`src/hdl/gapdec_pkg.sv`:
```
package gapdec_pkg;

  localparam int WORD_BITS          = 32;
  localparam int BUF_BITS           = 64;
  localparam int FILL_W             = 7;
  localparam int MAX_RESULTS        = 16;
  localparam int DEF_MAX_VALUE_BITS = 16;
  localparam int MOD_STEPS          = WORD_BITS + 1;
  localparam int MOD_CNT_W          = $clog2(MOD_STEPS + 1);

  localparam logic [WORD_BITS-1:0] MODULUS_RESET = WORD_BITS'(1);

  localparam logic OP_START = 1'b0;
  localparam logic OP_WORD  = 1'b1;

  typedef enum logic [6:0] {
    ST_IDLE  = 7'b0000001,
    ST_SCAN  = 7'b0000010,
    ST_STEP  = 7'b0000100,
    ST_ADD   = 7'b0001000,
    ST_CHECK = 7'b0010000,
    ST_MOD   = 7'b0100000,
    ST_EMIT  = 7'b1000000
  } state_t;

  typedef enum logic [1:0] {
    CLS_NONE = 2'd0,
    CLS_CODE = 2'd1,
    CLS_ERR  = 2'd2
  } code_class_t;

endpackage

```
`src/hdl/run_length_gamma_gap_decoder_top.sv`:
```
// Start word: accepted while idle; a zero entry count goes to the emit state, which registers its result.
// Stream word: loaded into the bit buffer, then each code passes the scan, step, add, check and emit states,
// plus the mod state when the sum reaches the modulus and the bit-serial remainder unit runs.
// Up to 16 results per word; the input is held off until the word's last result is registered.
// Reset (rst, synchronous, active high) clears all control state, sets modulus to 1 and
// leaves the decoder finished until a start word arrives.
module run_length_gamma_gap_decoder_top #(
  parameter int MAX_VALUE_BITS = gapdec_pkg::DEF_MAX_VALUE_BITS
) (
  input  logic        clk,
  input  logic        rst,

  input  logic        cfg_valid,
  output logic        cfg_ready,
  input  logic [31:0] cfg_data,

  input  logic        in_valid,
  output logic        in_stall,
  input  logic        opcode,
  input  logic [31:0] stream_word,
  input  logic [31:0] start_value,
  input  logic [31:0] entry_count,

  output logic        out_valid,
  input  logic        out_stall,
  output logic [15:0] code_value,
  output logic        is_run,
  output logic [15:0] step_size,
  output logic [31:0] phi_value,
  output logic [31:0] entries_done,
  output logic        reached_count,
  output logic        format_error,
  output logic        last
);

  localparam int LIMIT = MAX_VALUE_BITS - 1;
  localparam int ZW    = $clog2(MAX_VALUE_BITS);
  localparam int LW    = ZW + 2;
  localparam int KW    = $clog2(gapdec_pkg::MAX_RESULTS);
  localparam int FW    = gapdec_pkg::FILL_W;
  localparam int BB    = gapdec_pkg::BUF_BITS;
  localparam int WB    = gapdec_pkg::WORD_BITS;

  gapdec_pkg::state_t state;

  logic [31:0]     modulus;
  logic [BB-1:0]   bit_buffer;
  logic [FW-1:0]   buffer_fill;
  logic [31:0]     running_value;
  logic [31:0]     entries_consumed;
  logic [31:0]     entries_wanted;
  logic            finished;

  logic [KW-1:0]   k;
  logic [MAX_VALUE_BITS-1:0] v_reg;
  logic [31:0]     addend;
  logic [32:0]     sum;
  logic [gapdec_pkg::MOD_CNT_W-1:0] mod_cnt;

  logic [15:0]     res_value;
  logic            res_run;
  logic [15:0]     res_step;
  logic            res_reached;
  logic            res_error;

  logic [ZW-1:0]   lz;
  logic [LW-1:0]   code_len;
  logic [BB-1:0]   shifted;
  logic [MAX_VALUE_BITS-1:0] v_top;
  logic [MAX_VALUE_BITS-1:0] v_now;
  logic [ZW-1:0]   v_shamt;
  gapdec_pkg::code_class_t cls;

  logic [32:0]     m_eff;
  logic [MAX_VALUE_BITS-1:0] step_w;
  logic [32:0]     step_sum;
  logic [32:0]     inc_sum;
  logic [32:0]     trial;
  logic [32:0]     trial_red;
  logic [BB-1:0]   base_buf;
  logic [FW-1:0]   base_fill;
  logic            more;
  logic            out_free;

  assign cfg_ready = 1'b1;
  assign in_stall  = (state != gapdec_pkg::ST_IDLE);
  assign m_eff     = (modulus == 32'd0) ? {1'b1, 32'd0} : {1'b0, modulus};
  assign out_free  = !out_valid || !out_stall;

  always_comb begin
    lz = ZW'(LIMIT);
    for (int i = LIMIT - 1; i >= 0; i--) begin
      if (bit_buffer[BB-1-i]) begin
        lz = ZW'(i);
      end
    end
  end

  assign code_len = {1'b0, lz, 1'b0} + LW'(2);
  assign shifted  = bit_buffer << lz;
  assign v_top    = shifted[BB-1 -: MAX_VALUE_BITS];
  assign v_shamt  = ZW'(MAX_VALUE_BITS - 2) - lz;
  assign v_now    = v_top >> v_shamt;

  always_comb begin
    if (lz == ZW'(LIMIT) && buffer_fill >= FW'(LIMIT)) begin
      cls = gapdec_pkg::CLS_ERR;
    end else if (lz != ZW'(LIMIT) && FW'(code_len) <= buffer_fill) begin
      cls = gapdec_pkg::CLS_CODE;
    end else begin
      cls = gapdec_pkg::CLS_NONE;
    end
  end

  assign more = !finished && (k != KW'(gapdec_pkg::MAX_RESULTS - 1))
                && (cls != gapdec_pkg::CLS_NONE);

  assign step_w   = v_reg[0] ? (v_reg >> 1) + MAX_VALUE_BITS'(1) : (v_reg >> 1);
  assign step_sum = {1'b0, entries_consumed} + 33'(step_w);
  assign inc_sum  = {1'b0, entries_consumed} + 33'd1;

  assign trial     = {running_value, sum[32]};
  assign trial_red = (trial >= m_eff) ? trial - m_eff : trial;

  assign base_buf  = (buffer_fill > FW'(BB - WB)) ? '0 : bit_buffer;
  assign base_fill = (buffer_fill > FW'(BB - WB)) ? '0 : buffer_fill;

  always_ff @(posedge clk) begin
    if (rst) begin
      modulus <= gapdec_pkg::MODULUS_RESET;
    end else if (cfg_valid && cfg_ready) begin
      modulus <= cfg_data;
    end
  end

  always_ff @(posedge clk) begin
    if (rst) begin
      state            <= gapdec_pkg::ST_IDLE;
      bit_buffer       <= '0;
      buffer_fill      <= '0;
      running_value    <= '0;
      entries_consumed <= '0;
      entries_wanted   <= '0;
      finished         <= 1'b1;
      k                <= '0;
      mod_cnt          <= '0;
      out_valid        <= 1'b0;
    end else begin
      if (out_valid && !out_stall && state != gapdec_pkg::ST_EMIT) begin
        out_valid <= 1'b0;
      end
      unique case (state)
        gapdec_pkg::ST_IDLE: begin
          if (in_valid) begin
            k <= '0;
            if (opcode == gapdec_pkg::OP_START) begin
              bit_buffer       <= '0;
              buffer_fill      <= '0;
              running_value    <= start_value;
              entries_consumed <= '0;
              entries_wanted   <= entry_count;
              finished         <= (entry_count == 32'd0);
              if (entry_count == 32'd0) begin
                res_value   <= '0;
                res_run     <= 1'b0;
                res_step    <= '0;
                res_reached <= 1'b1;
                res_error   <= 1'b0;
                state       <= gapdec_pkg::ST_EMIT;
              end
            end else if (!finished) begin
              bit_buffer  <= base_buf | ({stream_word, WB'(0)} >> base_fill);
              buffer_fill <= base_fill + FW'(WB);
              state       <= gapdec_pkg::ST_SCAN;
            end
          end
        end
        gapdec_pkg::ST_SCAN: begin
          unique case (cls)
            gapdec_pkg::CLS_ERR: begin
              res_value   <= '0;
              res_run     <= 1'b0;
              res_step    <= '0;
              res_reached <= 1'b0;
              res_error   <= 1'b1;
              finished    <= 1'b1;
              state       <= gapdec_pkg::ST_EMIT;
            end
            gapdec_pkg::CLS_CODE: begin
              v_reg       <= v_now;
              bit_buffer  <= bit_buffer << code_len;
              buffer_fill <= buffer_fill - FW'(code_len);
              state       <= gapdec_pkg::ST_STEP;
            end
            default: begin
              state <= gapdec_pkg::ST_IDLE;
            end
          endcase
        end
        gapdec_pkg::ST_STEP: begin
          res_value <= 16'(v_reg);
          res_run   <= !v_reg[0];
          res_step  <= 16'(step_w);
          res_error <= 1'b0;
          if (!v_reg[0]) begin
            if (step_sum >= {1'b0, entries_wanted}) begin
              addend           <= entries_wanted - entries_consumed;
              entries_consumed <= entries_wanted;
              finished         <= 1'b1;
              res_reached      <= 1'b1;
            end else begin
              addend           <= 32'(step_w);
              entries_consumed <= step_sum[31:0];
              res_reached      <= 1'b0;
            end
          end else begin
            addend           <= 32'(step_w);
            entries_consumed <= inc_sum[31:0];
            finished         <= (inc_sum >= {1'b0, entries_wanted});
            res_reached      <= (inc_sum >= {1'b0, entries_wanted});
          end
          state <= gapdec_pkg::ST_ADD;
        end
        gapdec_pkg::ST_ADD: begin
          sum   <= {1'b0, running_value} + {1'b0, addend};
          state <= gapdec_pkg::ST_CHECK;
        end
        gapdec_pkg::ST_CHECK: begin
          if (sum < m_eff) begin
            running_value <= sum[31:0];
            state         <= gapdec_pkg::ST_EMIT;
          end else begin
            running_value <= '0;
            mod_cnt       <= gapdec_pkg::MOD_CNT_W'(gapdec_pkg::MOD_STEPS);
            state         <= gapdec_pkg::ST_MOD;
          end
        end
        gapdec_pkg::ST_MOD: begin
          running_value <= trial_red[31:0];
          sum           <= sum << 1;
          mod_cnt       <= mod_cnt - gapdec_pkg::MOD_CNT_W'(1);
          if (mod_cnt == gapdec_pkg::MOD_CNT_W'(1)) begin
            state <= gapdec_pkg::ST_EMIT;
          end
        end
        gapdec_pkg::ST_EMIT: begin
          if (out_free) begin
            out_valid     <= 1'b1;
            code_value    <= res_value;
            is_run        <= res_run;
            step_size     <= res_step;
            phi_value     <= running_value;
            entries_done  <= entries_consumed;
            reached_count <= res_reached;
            format_error  <= res_error;
            last          <= !more;
            if (more) begin
              k     <= k + KW'(1);
              state <= gapdec_pkg::ST_SCAN;
            end else begin
              state <= gapdec_pkg::ST_IDLE;
            end
          end
        end
        default: begin
          state <= gapdec_pkg::ST_IDLE;
        end
      endcase
    end
  end

`ifndef NO_ASSERTIONS
  a_count_bound: assert property (@(posedge clk) disable iff (rst)
    entries_consumed <= entries_wanted)
    else $error("entries consumed beyond entry count");

  a_fill_even: assert property (@(posedge clk) disable iff (rst)
    !buffer_fill[0] && buffer_fill <= FW'(BB))
    else $error("buffer fill out of range");

  a_err_not_final: assert property (@(posedge clk) disable iff (rst)
    out_valid |-> !(format_error && reached_count))
    else $error("format error word flagged as final");

  a_mod_reduced: assert property (@(posedge clk) disable iff (rst)
    (state == gapdec_pkg::ST_MOD && mod_cnt == gapdec_pkg::MOD_CNT_W'(1))
    |=> ({1'b0, running_value} < m_eff))
    else $error("remainder not below modulus");
`endif

endmodule

```
`config.mk`:
```
export PLATFORM = sky130hd
export DESIGN_NAME = run_length_gamma_gap_decoder_top
export DESIGN_NICKNAME = d
export VERILOG_FILES = /design/src/hdl/gapdec_pkg.sv /design/src/hdl/run_length_gamma_gap_decoder_top.sv
export SDC_FILE = /design/constraint.sdc
export NUM_CORES = 2
export LEC_CHECK = 0
export BUFFER_PORTS_ARGS = -buffer_cell sky130_fd_sc_hd__buf_2
export CAP_MARGIN = 20
export CORE_UTILIZATION = 66
export DETAILED_ROUTE_END_ITERATION = 7
export GPL_ROUTABILITY_DRIVEN = 0
export PLACE_DENSITY = 0.88
export SYNTH_ARGS = -nofsm -noshare
export SYNTH_HDL_FRONTEND = slang
export SYNTH_SLANG_ARGS = --single-unit
```
`constraint.sdc`:
```
create_clock -name clk -period 29.6 [get_ports clk]
set_input_delay 1.48 -clock clk [delete_from_list [all_inputs] [get_ports clk]]
set_output_delay 1.48 -clock clk [all_outputs]
set_load 0.05 [all_outputs]
```
Yosys cells after proc, flatten, opt, wreduce, memory -nomap -nowiden:

Cells that the tools add are included.

* order comparisons: 7
* equality and inequality tests: 27
* shift operators: 4
* bitwise gates (word level): 4
* reduce and logical (&&, ||, !) cells: 36
* muxes and demuxes: 87
* add/sub/neg operators: 12

Operator list (number)
* $mux W64: 5
* $mux W32: 8
* $pmux W64 S2: 1
* $mux W16: 7
* $pmux W16 S3: 2
* $pmux W32 S3: 1
* $mux W7: 12
* $ge A33 B32 Y1: 2
* $pmux W33 S2: 1
* $logic_not A32 Y1: 2
* $or A64 B64 Y64: 1
* $pmux W32 S2: 1
* $shl A64 B4 Y64: 1
* $shl A64 B6 Y64: 1
* $shr A64 B7 Y64: 1
* $sub A32 B32 Y32: 2
* $mux W4: 13
* $pmux W7 S7: 1
* $add A32 B1 Y33 const B: 1
* $add A32 B16 Y33: 1
* $add A32 B32 Y33: 1
* $ge A33 B33 Y1: 1
* $lt A33 B33 Y1: 1
* $mux W33: 1
* 47 further kinds: 109

* register bits: 434
* logic and storage cells: 205
* input bits: 134
* output and inout bits: 103

Longest topological paths before layout:

* depth after elaboration: 25
* mapped depth: 30
* gate-level depth less buffers: 27

Worst setup path after synthesis:

No wires, ideal clock.

* kind: input-to-reg
* start point: in rst
* end point: reg code_value[0] (enable)
* stages on the path: 3
* data required time: 28898 ps
* setup slack: 19691 ps
* setup time: 702 ps
* data arrival time: 9207 ps
* buffers on the path: 2
* path through: clkbuf_1 > clkbuf_1 > nor3b_1

* cells in the longest elaborated chain, start to end: 2

RTL lines
* start: declaration: RTL line run_length_gamma_gap_decoder_top.sv:11 `input logic rst,`
* $not A1 Y1 (no source line)
* $reduce_and A3 Y1 (no source line)
* end signal: assignment: RTL line run_length_gamma_gap_decoder_top.sv:249 `code_value <= res_value;`
* end: declaration: RTL line run_length_gamma_gap_decoder_top.sv:26 `output logic [15:0] code_value,`

No other way between the ends.
A chain may end at the register's enable or synchronous reset.

Worst setup path after layout:

* start point: reg v_reg[0]
* end point: reg addend[10], data pin

* cells in the longest elaborated chain, start to end: 5

RTL lines
* start: declaration: RTL line run_length_gamma_gap_decoder_top.sv:55 `logic [MAX_VALUE_BITS-1:0] v_reg;`
* start signal: assignment: RTL line run_length_gamma_gap_decoder_top.sv:190 `v_reg <= v_now;`
* $mux W16: RTL line run_length_gamma_gap_decoder_top.sv:118 `assign step_w = v_reg[0] ? (v_reg >> 1) + MAX_VALUE_BITS'(1) : (v_reg >> 1);`
* via step_w[8]: RTL line run_length_gamma_gap_decoder_top.sv:75 `logic [MAX_VALUE_BITS-1:0] step_w;`
* $add A32 B16 Y33: RTL line run_length_gamma_gap_decoder_top.sv:119 `assign step_sum = {1'b0, entries_consumed} + 33'(step_w);`
* $ge A33 B32 Y1: RTL line run_length_gamma_gap_decoder_top.sv:206 `if (step_sum >= {1'b0, entries_wanted}) begin`
* $mux W16: RTL line run_length_gamma_gap_decoder_top.sv:206
* $mux W16: RTL line run_length_gamma_gap_decoder_top.sv:205 `if (!v_reg[0]) begin`
* end signal: assignment: RTL line run_length_gamma_gap_decoder_top.sv:207 `addend <= entries_wanted - entries_consumed;`
* end signal: assignment: RTL line run_length_gamma_gap_decoder_top.sv:212 `addend <= 32'(step_w);`
* end signal: assignment: RTL line run_length_gamma_gap_decoder_top.sv:217 `addend <= 32'(step_w);`
* end: declaration: RTL line run_length_gamma_gap_decoder_top.sv:56 `logic [31:0] addend;`

The timed path passes the listed nets, and every way through them passes these cells.

==> results by group <==
Yosys
  – Number of flops mapped to enable cells by yosys: 216
  – Leading post-synthesis cells by cell area: edfxtp_1 (20%), dfxtp_1 (13%), ha_1 (8.3%)
  – Top-area cell type share of the netlist area: 0.197
  – Post-synth design cell area: 32900 um^2
  – Sequential area share after synthesis: 0.329
  – Most instantiated cells after synthesis: nand2_1 (452), a21oi_1 (360), nor2_1 (356)
  – Number of synthesized register bits: 434
  – Net Count, Synth: 4183
  – Number of warnings issued by yosys: 0
  – Predominant post-synthesis flop cell: dfxtp_1
  – Most frequently used cell type in the post-synthesis netlist: nand2_1
  – Post-synth cell types: 111
  – Share of flip-flops with an asynchronous set or reset after synthesis: 0
  – Avg Cell Area, Syn: 8.61 um^2
  – Post-synthesis cell count: 3825
  – Cell type with the highest aggregate area in the netlist: edfxtp_1

Worst setup path
  – Crit path kind: register to register
  – CP endpoint kind: register
  – RR Startpoint: v_reg[0]
  – Worst-path maximum fanout: 34
  – Critical path launch point type: register
  – Worst reg2reg endpoint: addend[10]
  – Depth of the worst register-to-register path: 25
  – Worst reg-to-reg setup slack: 22.14 ns
  – Endpoint required time on the critical path: 30.04 ns
  – Arrival time worst endpoint: 7.90 ns

Place
  – Instance count after placement with tap cells included: 4538
  – Port-buffer cells: 235
  – Post-Place Worst Slack: 22.48 ns
  – Hpwl dp: 73500 um

GRT
  – Combined global-route utilization of all metal layers: 0.399
  – Number of antenna violations at the first check in global routing: 0
  – Via count of the first global-routing pass: 29800
  – Largest net degree at the start of global routing: 103
  – Remaining Overflow, GRT: 0
  – First-pass GRT wire length: 160000 um

Worst hold path
  – Hold_sp: res_value[9]
  – Worst min-delay path endpoint: code_value[9]
  – Worst Hold Depth: 0
  – Type of the tightest min-delay check: register to register

Detailed routing
  – Aggregate routed wire length: 103000 um
  – DR vias: 31900
  – Per-cell routed wire length: 22.3 um
  – Drc violations: 0
  – Routed via count divided by cell count: 6.90
  – Initial DRT Pass Iterations: 7
  – Violation count after the first detailed-route iteration: 4900
  – Routed Antenna Nets: 0

Status
  – Status: finished clean

Timing
  – Achievable Freq: 134 MHz
  – Max-slew violations: 0
  – Largest clock skew in the final design: 0.0316 ns
  – Setup TNS after final layout: 0 ns
  – Slew headroom: 0.231
  – Pin slew with the least headroom to its limit: 1.15 ns
  – Final critical path time including I/O delays and setup: 7.46 ns
  – Post-layout worst setup margin: 22.14 ns
  – Number of endpoints with negative hold slack in the final report: 0
  – Final setup violating endpoints: 0
  – Final period utilization: 0.252
  – Unrepaired setup endpoints after global routing: no

Clock tree
  – Clock network latency to the later pin of the worst-skew pair: 0.63 ns
  – CTS hold repair buffers: 0
  – Clock Root Buffer: clkbuf_16
  – Post-CTS resize count: 0
  – H-tree Lvls: 2
  – Clk sink count: 434
  – TritonCTS clock tree: done
  – Setup Fix Bufs, Post-CTS: 0
  – Number of buffers inserted during clock tree synthesis: 46
  – Clock-pin slew on the worst setup and hold paths: 0.07 ns
  – Number of buffers on the longest clock path: 3

Floorplanning
  – Area of the die: 50800 um^2
  – Top-level I/O count: 237
  – Placeable core region: 49100 um^2
  – Effective utilization at floorplan: 0.671
  – Chip width: 225 um
  – Number of placement rows: 81
  – Vertical extent of the die: 225 um

Power
  – Max rail drop VDD: 0.0555 mV
  – Total power per unit cell area: 52.0 nW/um^2
  – Power Total: 1.86 mW
  – Lkg Pwr: 15.0 nW

Finish
  – Number of nets in the layout: 4282
  – Multi-input gate area: 20600 um^2
  – Reg with most FFs: bit_buffer
  – Flip-flop count of the largest register after layout: 64
  – Final Util: 0.731
  – Fill cell count: 3525
  – Share of post-route cells with drive strength above 1: 0.119
  – Final cell count without fillers: 4626
  – Storage cell area: 10900 um^2
  – Antenna diode count: 0
  – Top Registers: bit_buffer (64), sum (33)
  – Synth-to-Final Area Change: 8.89%

Job
  – MaxCap Viol Count: 0
-- through the flow --
step | area, um^2 | hold WS, ns
global placement | 34300 | 0.401
CTS | 35800 | 0.404
detailed placement | 34300 | 0.405
finish | 35900 | 0.403
floorplan | 32900 | 0.400
global route | 35900 | 0.406
-- logic make-up after synthesis --
group | share of synthesized area
AND/OR/NAND/NOR | 0.174
multiplexers | 0.110
XOR/XNOR | 0.0401
adder cells (fa/ha/maj) | 0.0862
flip-flops | 0.329
other | 0.000114
buffers and inverters | 0.0486
AO/OA/AOI/OAI | 0.212
-- critical path, stage by stage, from the launching register on --
cell      delay, ns
edfxtp_1       1.05
nand3_1        0.20
nor2_1         0.30
nand2_1        0.10
xor2_1         0.26
inv_1          0.08
ha_1           0.34
a21o_1         0.18
a21oi_1        0.23
nand2_1        0.09
a31oi_1        0.29
o21ai_0        0.25
a31oi_1        0.66
nor3_1         0.13
xnor2_1        0.19
ha_1           0.31
nand4_1        0.11
nor4_1         0.40
a21oi_1        0.12
nand2_1        0.09
a21oi_1        0.04
o221ai_1       0.32
a211o_1        0.74
nand2_1        0.13
buf_4          0.28
o41ai_1        0.37
-- report_power, final --
group	total, mW	internal (mW)	switching, mW
registers	0.663	0.644	0.0194
clock network	0.609	0.342	0.267
logic	0.593	0.220	0.373
-- layout by cell type (no fill, tap or decap), drive strengths merged, types with 44 or more instances in the layout --
cell,count
nand2,453
a21oi,367
nor2,359
buf,270
mux2i,263
ha,219
dfxtp,218
edfxtp,216
o21ai,193
inv,167
xnor2,99
nand3,83
a21o,82
nor3,74
a31oi,57
clkbuf,56
xor2,51
a211oi,48
and2,44
-- layout make-up --
| class | instances | share of cell area |
|---|---|---|
| Multi-Input combinational cell | 3012 | 0.574 |
| Sequential cell | 434 | 0.303 |
| Timing Repair Buffer | 270 | 0.0403 |
| Clock buffer | 56 | 0.0340 |
| Tap cell | 664 | 0.0232 |
| Inverter | 160 | 0.0170 |
| Clock inverter | 30 | 0.00925 |
-- worst max-delay path by stage --
stage	start	endpoint	slack, ns	cells past startpoint
floorplan	rst	code_value[0]	19.69	3
global placement	v_reg[0]	addend[10]	22.67	24
detailed placement	v_reg[0]	addend[10]	22.48	25
CTS	v_reg[0]	addend[10]	22.39	25
global route	v_reg[0]	addend[10]	21.72	25
finish	v_reg[0]	addend[10]	22.14	25
-- layer usage --
metal	track usage	vias up	share of wire
li1	-	14300	-
met1	0.485	14800	0.36
met2	0.644	2270	0.45
met3	0.0739	634	0.11
met4	0.270	0	0.080
met5	0	-	0
No activity file was read; power rests on OpenSTA's default activity.
